[src/design/fpa_pkg.sv]
`timescale 1ns / 1ps
// fpa_pkg: shared constants, controller states and control structs
// for the flash page assembler; no dependencies

package fpa_pkg;

    localparam int unsigned FPA_PAGE_BYTES = 256;
    localparam logic [7:0]  ERASED_BYTE    = 8'hFF;
    localparam int unsigned ADDR_W         = 32;
    localparam int unsigned BYTE_W         = 8;
    localparam int unsigned WORD_W         = 64;
    localparam int unsigned WIDX_W         = 5;
    localparam int unsigned IN_DATA_W      = 40;
    localparam int unsigned OUT_DATA_W     = 104;

    typedef enum logic [1:0] {
        ST_IDLE,
        ST_READ,
        ST_LOAD,
        ST_APPLY
    } fpa_state_t;

    // controller to datapath
    typedef struct packed {
        logic take;   // accept item and apply it at once
        logic hold;   // accept item and keep it until the last page word is loaded
        logic rd;     // read page memory at the word counter
        logic ld;     // load the output register
        logic next;   // advance the word counter
        logic apply;  // apply the held item
    } fpa_cmd_t;

    // datapath to controller
    typedef struct packed {
        logic emit_needed;
        logic out_free;
        logic last_word;
    } fpa_status_t;

endpackage

[src/design/fpa_ctrl.sv]
`timescale 1ns / 1ps
// fpa_ctrl: controller state machine of the flash page assembler
// depends on fpa_pkg

module fpa_ctrl
    import fpa_pkg::*;
(
    input  logic        clk,
    input  logic        rst_n,
    input  logic        in_valid,
    output logic        in_ready,
    input  fpa_status_t status,
    output fpa_cmd_t    cmd
);

    fpa_state_t state_reg;
    fpa_state_t state_next;

    always_ff @(posedge clk or negedge rst_n)
    begin
        if (!rst_n)
        begin
            state_reg <= ST_IDLE;
        end
        else
        begin
            state_reg <= state_next;
        end
    end

    always_comb
    begin
        state_next = state_reg;
        cmd        = '0;
        in_ready   = 1'b0;
        unique case (state_reg)
            ST_IDLE:
            begin
                in_ready = 1'b1;
                if (in_valid)
                begin
                    if (status.emit_needed)
                    begin
                        cmd.hold   = 1'b1;
                        state_next = ST_READ;
                    end
                    else
                    begin
                        cmd.take = 1'b1;
                    end
                end
            end
            ST_READ:
            begin
                cmd.rd     = 1'b1;
                state_next = ST_LOAD;
            end
            ST_LOAD:
            begin
                if (status.out_free)
                begin
                    cmd.ld = 1'b1;
                    if (status.last_word)
                    begin
                        state_next = ST_APPLY;
                    end
                    else
                    begin
                        cmd.next   = 1'b1;
                        state_next = ST_READ;
                    end
                end
            end
            ST_APPLY:
            begin
                cmd.apply  = 1'b1;
                state_next = ST_IDLE;
            end
            default:
            begin
                state_next = ST_IDLE;
            end
        endcase
    end

endmodule

[src/design/fpa_datapath.sv]
`timescale 1ns / 1ps
// fpa_datapath: page memory, page base, held item, word counter and output register
// depends on fpa_pkg

module fpa_datapath
    import fpa_pkg::*;
#(
    parameter int unsigned PAGE_BYTES = FPA_PAGE_BYTES
)
(
    input  logic                  clk,
    input  logic                  rst_n,
    input  logic                  in_func,
    input  logic [ADDR_W-1:0]     in_addr,
    input  logic [BYTE_W-1:0]     in_data,
    input  fpa_cmd_t              cmd,
    output fpa_status_t           status,
    input  logic                  out_ready,
    output logic                  out_valid,
    output logic [ADDR_W-1:0]     out_page_address,
    output logic [WIDX_W-1:0]     out_word_index,
    output logic [WORD_W-1:0]     out_page_word,
    output logic                  out_last_word
);

    localparam int unsigned PAGE_WORDS = PAGE_BYTES / 8;
    localparam int unsigned PB         = $clog2(PAGE_BYTES);
    localparam int unsigned CW         = (PAGE_WORDS > 1) ? $clog2(PAGE_WORDS) : 1;
    localparam logic [ADDR_W-1:0] PAGE_MASK = ADDR_W'(PAGE_BYTES - 1);
    localparam logic [CW-1:0]     LAST_IDX  = CW'(PAGE_WORDS - 1);

    logic [WORD_W-1:0]      mem [PAGE_WORDS];
    logic [PAGE_WORDS-1:0]  row_valid_reg;
    logic [PAGE_WORDS-1:0]  row_valid_next;
    logic [ADDR_W-1:0]      base_reg;
    logic [ADDR_W-1:0]      base_next;
    logic                   has_data_reg;
    logic                   has_data_next;

    logic                   hold_func_reg;
    logic [ADDR_W-1:0]      hold_addr_reg;
    logic [BYTE_W-1:0]      hold_data_reg;

    logic [CW-1:0]          cnt_reg;
    logic [WORD_W-1:0]      rd_word_reg;
    logic                   rd_hit_reg;

    logic                   out_valid_reg;
    logic [ADDR_W-1:0]      out_addr_reg;
    logic [WIDX_W-1:0]      out_idx_reg;
    logic [WORD_W-1:0]      out_word_reg;
    logic                   out_last_reg;

    logic                   u_en;
    logic                   u_func;
    logic [ADDR_W-1:0]      u_addr;
    logic [BYTE_W-1:0]      u_data;
    logic [CW-1:0]          u_row;
    logic [2:0]             u_lane;
    logic                   u_gt;
    logic                   u_eq;
    logic                   clear_all;
    logic                   wr_en;
    logic                   row_v;

    assign u_en   = cmd.take | cmd.apply;
    assign u_func = cmd.apply ? hold_func_reg : in_func;
    assign u_addr = cmd.apply ? hold_addr_reg : in_addr;
    assign u_data = cmd.apply ? hold_data_reg : in_data;
    assign u_lane = u_addr[2:0];

    generate
        if (PAGE_WORDS > 1)
        begin : g_row
            assign u_row = u_addr[PB-1:3];
        end
        else
        begin : g_row_one
            assign u_row = '0;
        end
    endgenerate

    assign u_gt      = u_addr[ADDR_W-1:PB] > base_reg[ADDR_W-1:PB];
    assign u_eq      = u_addr[ADDR_W-1:PB] == base_reg[ADDR_W-1:PB];
    assign clear_all = u_en && (u_func || u_gt);
    assign wr_en     = u_en && !u_func && (u_gt || u_eq);
    assign row_v     = !clear_all && row_valid_reg[u_row];

    always_comb
    begin
        base_next      = base_reg;
        has_data_next  = has_data_reg;
        row_valid_next = clear_all ? '0 : row_valid_reg;
        if (u_en && u_func)
        begin
            base_next     = '0;
            has_data_next = 1'b0;
        end
        else if (u_en && u_gt)
        begin
            base_next = u_addr & ~PAGE_MASK;
        end
        if (wr_en)
        begin
            has_data_next         = 1'b1;
            row_valid_next[u_row] = 1'b1;
        end
    end

    always_ff @(posedge clk or negedge rst_n)
    begin
        if (!rst_n)
        begin
            base_reg      <= '0;
            has_data_reg  <= 1'b0;
            row_valid_reg <= '0;
            out_valid_reg <= 1'b0;
        end
        else
        begin
            base_reg      <= base_next;
            has_data_reg  <= has_data_next;
            row_valid_reg <= row_valid_next;
            if (cmd.ld)
            begin
                out_valid_reg <= 1'b1;
            end
            else if (out_ready)
            begin
                out_valid_reg <= 1'b0;
            end
        end
    end

    // page memory: byte lane write, full row of erased bytes on first touch
    always_ff @(posedge clk)
    begin
        if (wr_en)
        begin
            for (int l = 0; l < 8; l++)
            begin
                if (u_lane == 3'(l))
                begin
                    mem[u_row][8*l +: 8] <= u_data;
                end
                else if (!row_v)
                begin
                    mem[u_row][8*l +: 8] <= ERASED_BYTE;
                end
            end
        end
        if (cmd.rd)
        begin
            rd_word_reg <= mem[cnt_reg];
            rd_hit_reg  <= row_valid_reg[cnt_reg];
        end
    end

    always_ff @(posedge clk)
    begin
        if (cmd.hold)
        begin
            hold_func_reg <= in_func;
            hold_addr_reg <= in_addr;
            hold_data_reg <= in_data;
            cnt_reg       <= '0;
        end
        else if (cmd.next)
        begin
            cnt_reg <= cnt_reg + 1'b1;
        end
        if (cmd.ld)
        begin
            out_addr_reg <= base_reg;
            out_idx_reg  <= WIDX_W'(cnt_reg);
            out_word_reg <= rd_hit_reg ? rd_word_reg : {8{ERASED_BYTE}};
            out_last_reg <= (cnt_reg == LAST_IDX);
        end
    end

    assign status.emit_needed = has_data_reg &&
                                (in_func || (in_addr[ADDR_W-1:PB] > base_reg[ADDR_W-1:PB]));
    assign status.out_free    = !out_valid_reg || out_ready;
    assign status.last_word   = (cnt_reg == LAST_IDX);

    assign out_valid        = out_valid_reg;
    assign out_page_address = out_addr_reg;
    assign out_word_index   = out_idx_reg;
    assign out_page_word    = out_word_reg;
    assign out_last_word    = out_last_reg;

endmodule

[src/design/flash_page_assembler_top.sv]
`timescale 1ns / 1ps
// flash_page_assembler_top: top level, joins fpa_ctrl and fpa_datapath
// depends on fpa_pkg, fpa_ctrl, fpa_datapath
// an item that emits no page is taken at once; one that flushes a page blocks further input
// while each page word passes the read and load states through the single page memory read
// port, longer while the output stalls; the first word goes through the read register into
// the output register; rst_n clears control, page base and row valid bits at once, no sweep

module flash_page_assembler_top
    import fpa_pkg::*;
#(
    parameter int unsigned PAGE_BYTES = FPA_PAGE_BYTES
)
(
    input  logic                   clk,
    input  logic                   rst_n,
    input  logic                   s_axis_tvalid,
    output logic                   s_axis_tready,
    input  logic [IN_DATA_W-1:0]   s_axis_tdata,   // byte_address, data_byte
    input  logic                   s_axis_tuser,   // func
    output logic                   m_axis_tvalid,
    input  logic                   m_axis_tready,
    output logic [OUT_DATA_W-1:0]  m_axis_tdata,   // page_address, word_index, page_word, zero pad
    output logic                   m_axis_tlast
);

    fpa_cmd_t          cmd;
    fpa_status_t       status;
    logic [ADDR_W-1:0] page_address;
    logic [WIDX_W-1:0] word_index;
    logic [WORD_W-1:0] page_word;

    fpa_ctrl u_ctrl (
        .clk      (clk),
        .rst_n    (rst_n),
        .in_valid (s_axis_tvalid),
        .in_ready (s_axis_tready),
        .status   (status),
        .cmd      (cmd)
    );

    fpa_datapath #(
        .PAGE_BYTES (PAGE_BYTES)
    ) u_datapath (
        .clk              (clk),
        .rst_n            (rst_n),
        .in_func          (s_axis_tuser),
        .in_addr          (s_axis_tdata[ADDR_W-1:0]),
        .in_data          (s_axis_tdata[ADDR_W +: BYTE_W]),
        .cmd              (cmd),
        .status           (status),
        .out_ready        (m_axis_tready),
        .out_valid        (m_axis_tvalid),
        .out_page_address (page_address),
        .out_word_index   (word_index),
        .out_page_word    (page_word),
        .out_last_word    (m_axis_tlast)
    );

    assign m_axis_tdata = {{(OUT_DATA_W - ADDR_W - WIDX_W - WORD_W){1'b0}},
                           page_word, word_index, page_address};

endmodule

[config.mk]
export PLATFORM = sky130hd
export DESIGN_NAME = flash_page_assembler_top
export DESIGN_NICKNAME = d
export VERILOG_FILES = /design/src/design/fpa_pkg.sv /design/src/design/fpa_ctrl.sv /design/src/design/fpa_datapath.sv /design/src/design/flash_page_assembler_top.sv
export SDC_FILE = /design/constraint.sdc
export NUM_CORES = 2
export LEC_CHECK = 0
export BUFFER_PORTS_ARGS = -buffer_cell sky130_fd_sc_hd__buf_4
export CAP_MARGIN = 20
export CORE_MARGIN = 4
export CORE_UTILIZATION = 40
export CTS_CLUSTER_SIZE = 28
export DETAILED_ROUTE_END_ITERATION = 12
export SLEW_MARGIN = 20
export SYNTH_ARGS = -nofsm -noshare
export SYNTH_HDL_FRONTEND = slang
export SYNTH_HIERARCHICAL = 1
export SYNTH_SLANG_ARGS = --single-unit
export TNS_END_PERCENT = 10
[constraint.sdc]
create_clock -name clk -period 7.4 [get_ports clk]
set_clock_uncertainty 0.15 [all_clocks]
set_input_delay 0 -clock clk [delete_from_list [all_inputs] [get_ports clk]]
set_output_delay 0 -clock clk [all_outputs]
set_load 0.01 [all_outputs]
==> results.ini <==
[power]
internal_power_uw = 26400
comb_power_share_pct = 23.3
leakagePower_uw = 0.0330
power_frac_seq_pct = 43.9
p_per_area_nw_per_um2 = 347
p_sw_uw = 10100
power.share.clock_pct = 32.7
p_sw_share_pct = 27.7
vdd_drop_max_mv = 0.289

[finish]
multi_input_area_um2 = 21000
largest_reg_flops = 2048
seq_area_um2 = 69100
n_fill_cell = 18500
syn_to_final_growth_pct = 16.2
final_nets = 4596
drive_above_1_share_pct = 33.2

[worst_setup_path]
cp-end-kind = register
worst_path_max_delay_cell = o311ai_4
critPathBufInv = 5
start_kind = register
crit_type = reg2reg
r2r-start = u_ctrl/state_reg[1]
cpLargestDelayFamily = buffers and inverters
cp_max_fo = 39
path_depth = 12
r2r_cells = 12
required_ns = 7.81
max_stage_delay_ns = 1.10
crit_chain = and2_4, buf_4, nor2b_1, a21oi_4, buf_4, o22ai_1, or4_1, o311ai_4, buf_12, buf_4, o21ai_2, buf_4
crit_start = u_ctrl/state_reg[1]
path_common_cell = buf_4
worstPathArrival_ns = 6.57

[global_routing]
grt_max_degree = 151
grt_use_met2_pct = 30.5
grt_pass1_vias = 44700
antenna_found_initial = 15
grt_pass1_wl_mm = 332
grtUsageMet3_pct = 3.54
global_route.peak_usage_layer = met2
grt_usage_pct = 19.5
grt_overflow = 0
use_met1_pct = 28.0

[clocking]
cts.sinks = 2313
clockBufferDepth = 3
clk_latency_ns = 0.86
hold_buffers = 88
cts_root_buf = clkbuf_16
h-tree-depth = 4
cts_tree = done
postCtsSetupBuffers = 0
cts_resized = 0
cts_buffers = 230
clk_pin_slew_worst_paths_ns = 0.06

[sta]
rsz0062_at_grt = false
hold_slack_ns = 0.0614
maxSlewHeadroom_pct = 20.1
final_max_slew_viol_count = 0
tightestPinTransition_ns = 1.20
finalSetupViolations = 0
fin_ws_ns = 1.24
finalHoldViolations = 0
fin_crit_ns = 6.16
period_share_pct = 83.2
fin_tns_setup_ns = 0
fmaxAchievable_mhz = 162

[worst_hold_path]
holdCritPathClass = in2async

[placement]
hpwl_mm = 140
port_buffers = 140
routabilityCongestion = 0.797
pre_cts_ws_ns = 1.45

[synth]
ys_types = 65
netlist_area_um2 = 90700
yosysTopAreaCell = edfxtp_1
synth-async-reset-ratio_pct = 2.59
ys_seq_elements = 2313
synth_top_area_share_pct = 74.5
synth_ff_type = edfxtp_1
yosysSeqAreaShare_pct = 76.2
syn_inst = 4098
synth.avg_cell_area_um2 = 22.1
yosys_warnings = 6
synth_edf_count = 2248
synth_area_leaders = edfxtp_1 74%, mux4_2 16%, dfrtp_1 1.7%

[routing]
wl_mm = 230
ant_nets = 0
vias = 43700
drt_iter0_markers = 4811
drt-vias-per-instance = 5.68
dr.pass1.iters = 7
wl_per_cell_um = 29.8
drc_errors = 0

[floorplan]
rows = 174
initial_core_util_pct = 40.3
dieHeight_um = 484
die_area_um2 = 234000
chipWidth_um = 484
io_pins = 152
core_um2 = 225000

[job]
cap_violations = 0

[status]
run_status = finished, final reports clean

power by group through the flow:
stage                     sequential [µW]  clock (µW)  combinational [µW]
after floorplan                     16200           0                5670
after global placement              16300           0                8480
after detailed placement            16300           0                8580
after CTS                           16100       12200                8650
after global routing                16100       12800                9100
final                               16000       12000                8520
worst register-to-register path, stage by stage (launching register included):
cell and delay [ns]:
dfrtp_1 0.42, and2_4 0.48, buf_4 0.54, nor2b_1 0.26
a21oi_4 0.16, buf_4 0.47, o22ai_1 0.17, or4_1 0.99
o311ai_4 1.10, buf_12 0.39, buf_4 0.34, o21ai_2 0.10
buf_4 0.29
per-layer routing:
metal	up-vias	routed length, µm	part of all wire, %
met2	1706	110000	48
li1	18000	-	-
met3	339	16700	7.3
met1	23700	96700	42
met5	-	41	0.018
met4	6	6690	2.9
worst paths after layout:
path	end	slack (ns)
worst max register to register	u_datapath/mem[2][54]	1.24
worst min register to register	u_datapath/out_page_address[14]	0.32
worst max-delay path	u_datapath/mem[2][54]	1.24
worst min-delay path	u_datapath/base_reg[16]	0.06
min in group clk	u_datapath/out_valid	0.13
max in group asynchronous	u_datapath/row_valid_reg[16]	6.69
cells in the mapped netlist (all sizes together), types with 11 or more instances:
master   instances
a21oi           19
mux4           652
dfrtp           60
buf             92
mux2            90
a21o            12
mux2i           47
o21ai           74
or3             21
a21bo           17
nand2           29
o2bb2ai         15
clkbuf         171
inv             30
edfxtp        2248
nand2b          71
nor2           250
ha              50
nor3            60
nand4           12
nor4            11
layout make-up:
type,count,share of cell area (%)
repair buffers,425,3.40
multi-input cells,1501,19.9
well taps,2992,3.55
inverters,30,0.107
diodes,10,0.0237
clock inverters,155,1.72
clock buffers,271,5.67
flip-flops and latches,2313,65.6
placed cells by master, fill, tap and decap left out, types with 15 or more instances in the layout:
cell	n
buf_4	323
mux2i_1	38
nand2b_1	71
clkinv_1	49
nor3_1	58
clkbuf_1	37
a21oi_1	17
o2bb2ai_1	15
mux2_2	90
clkinv_2	41
nor2_1	233
nor2_2	17
mux4_2	650
o21ai_2	35
or3_1	20
clkbuf_16	232
nand2_1	29
o21ai_4	30
ha_1	50
dfrtp_1	60
edfxtp_1	2248
inv_1	30
dlygate4sd3_1	87
bufinv_16	35
a21bo_2	17
through the flow:
step / power, µW / util (%) / cell area [µm²] / std cells
2_1_floorplan: 21900 / - / 90700 / 4107
3_3_place_gp: 24800 / 42.8 / 96400 / 7169
3_5_place_dp: 24900 / 42.9 / 96600 / 7172
4_1_cts: 36900 / 46.8 / 105000 / 7686
5_1_grt: 38000 / 46.8 / 105000 / 7689
6_report: 36500 / 46.8 / 105000 / 7697
cell families after synthesis:
family          share of synthesized area (%)
other cells                           0.00828
compound gates                           1.28
simple gates                             2.58
fa+ha+maj                               0.690
flops                                    76.2
buf+inv                                  1.34
xor+xnor                               0.0290
mux                                      17.9
Note: power is estimated with default switching activity, not from simulation.
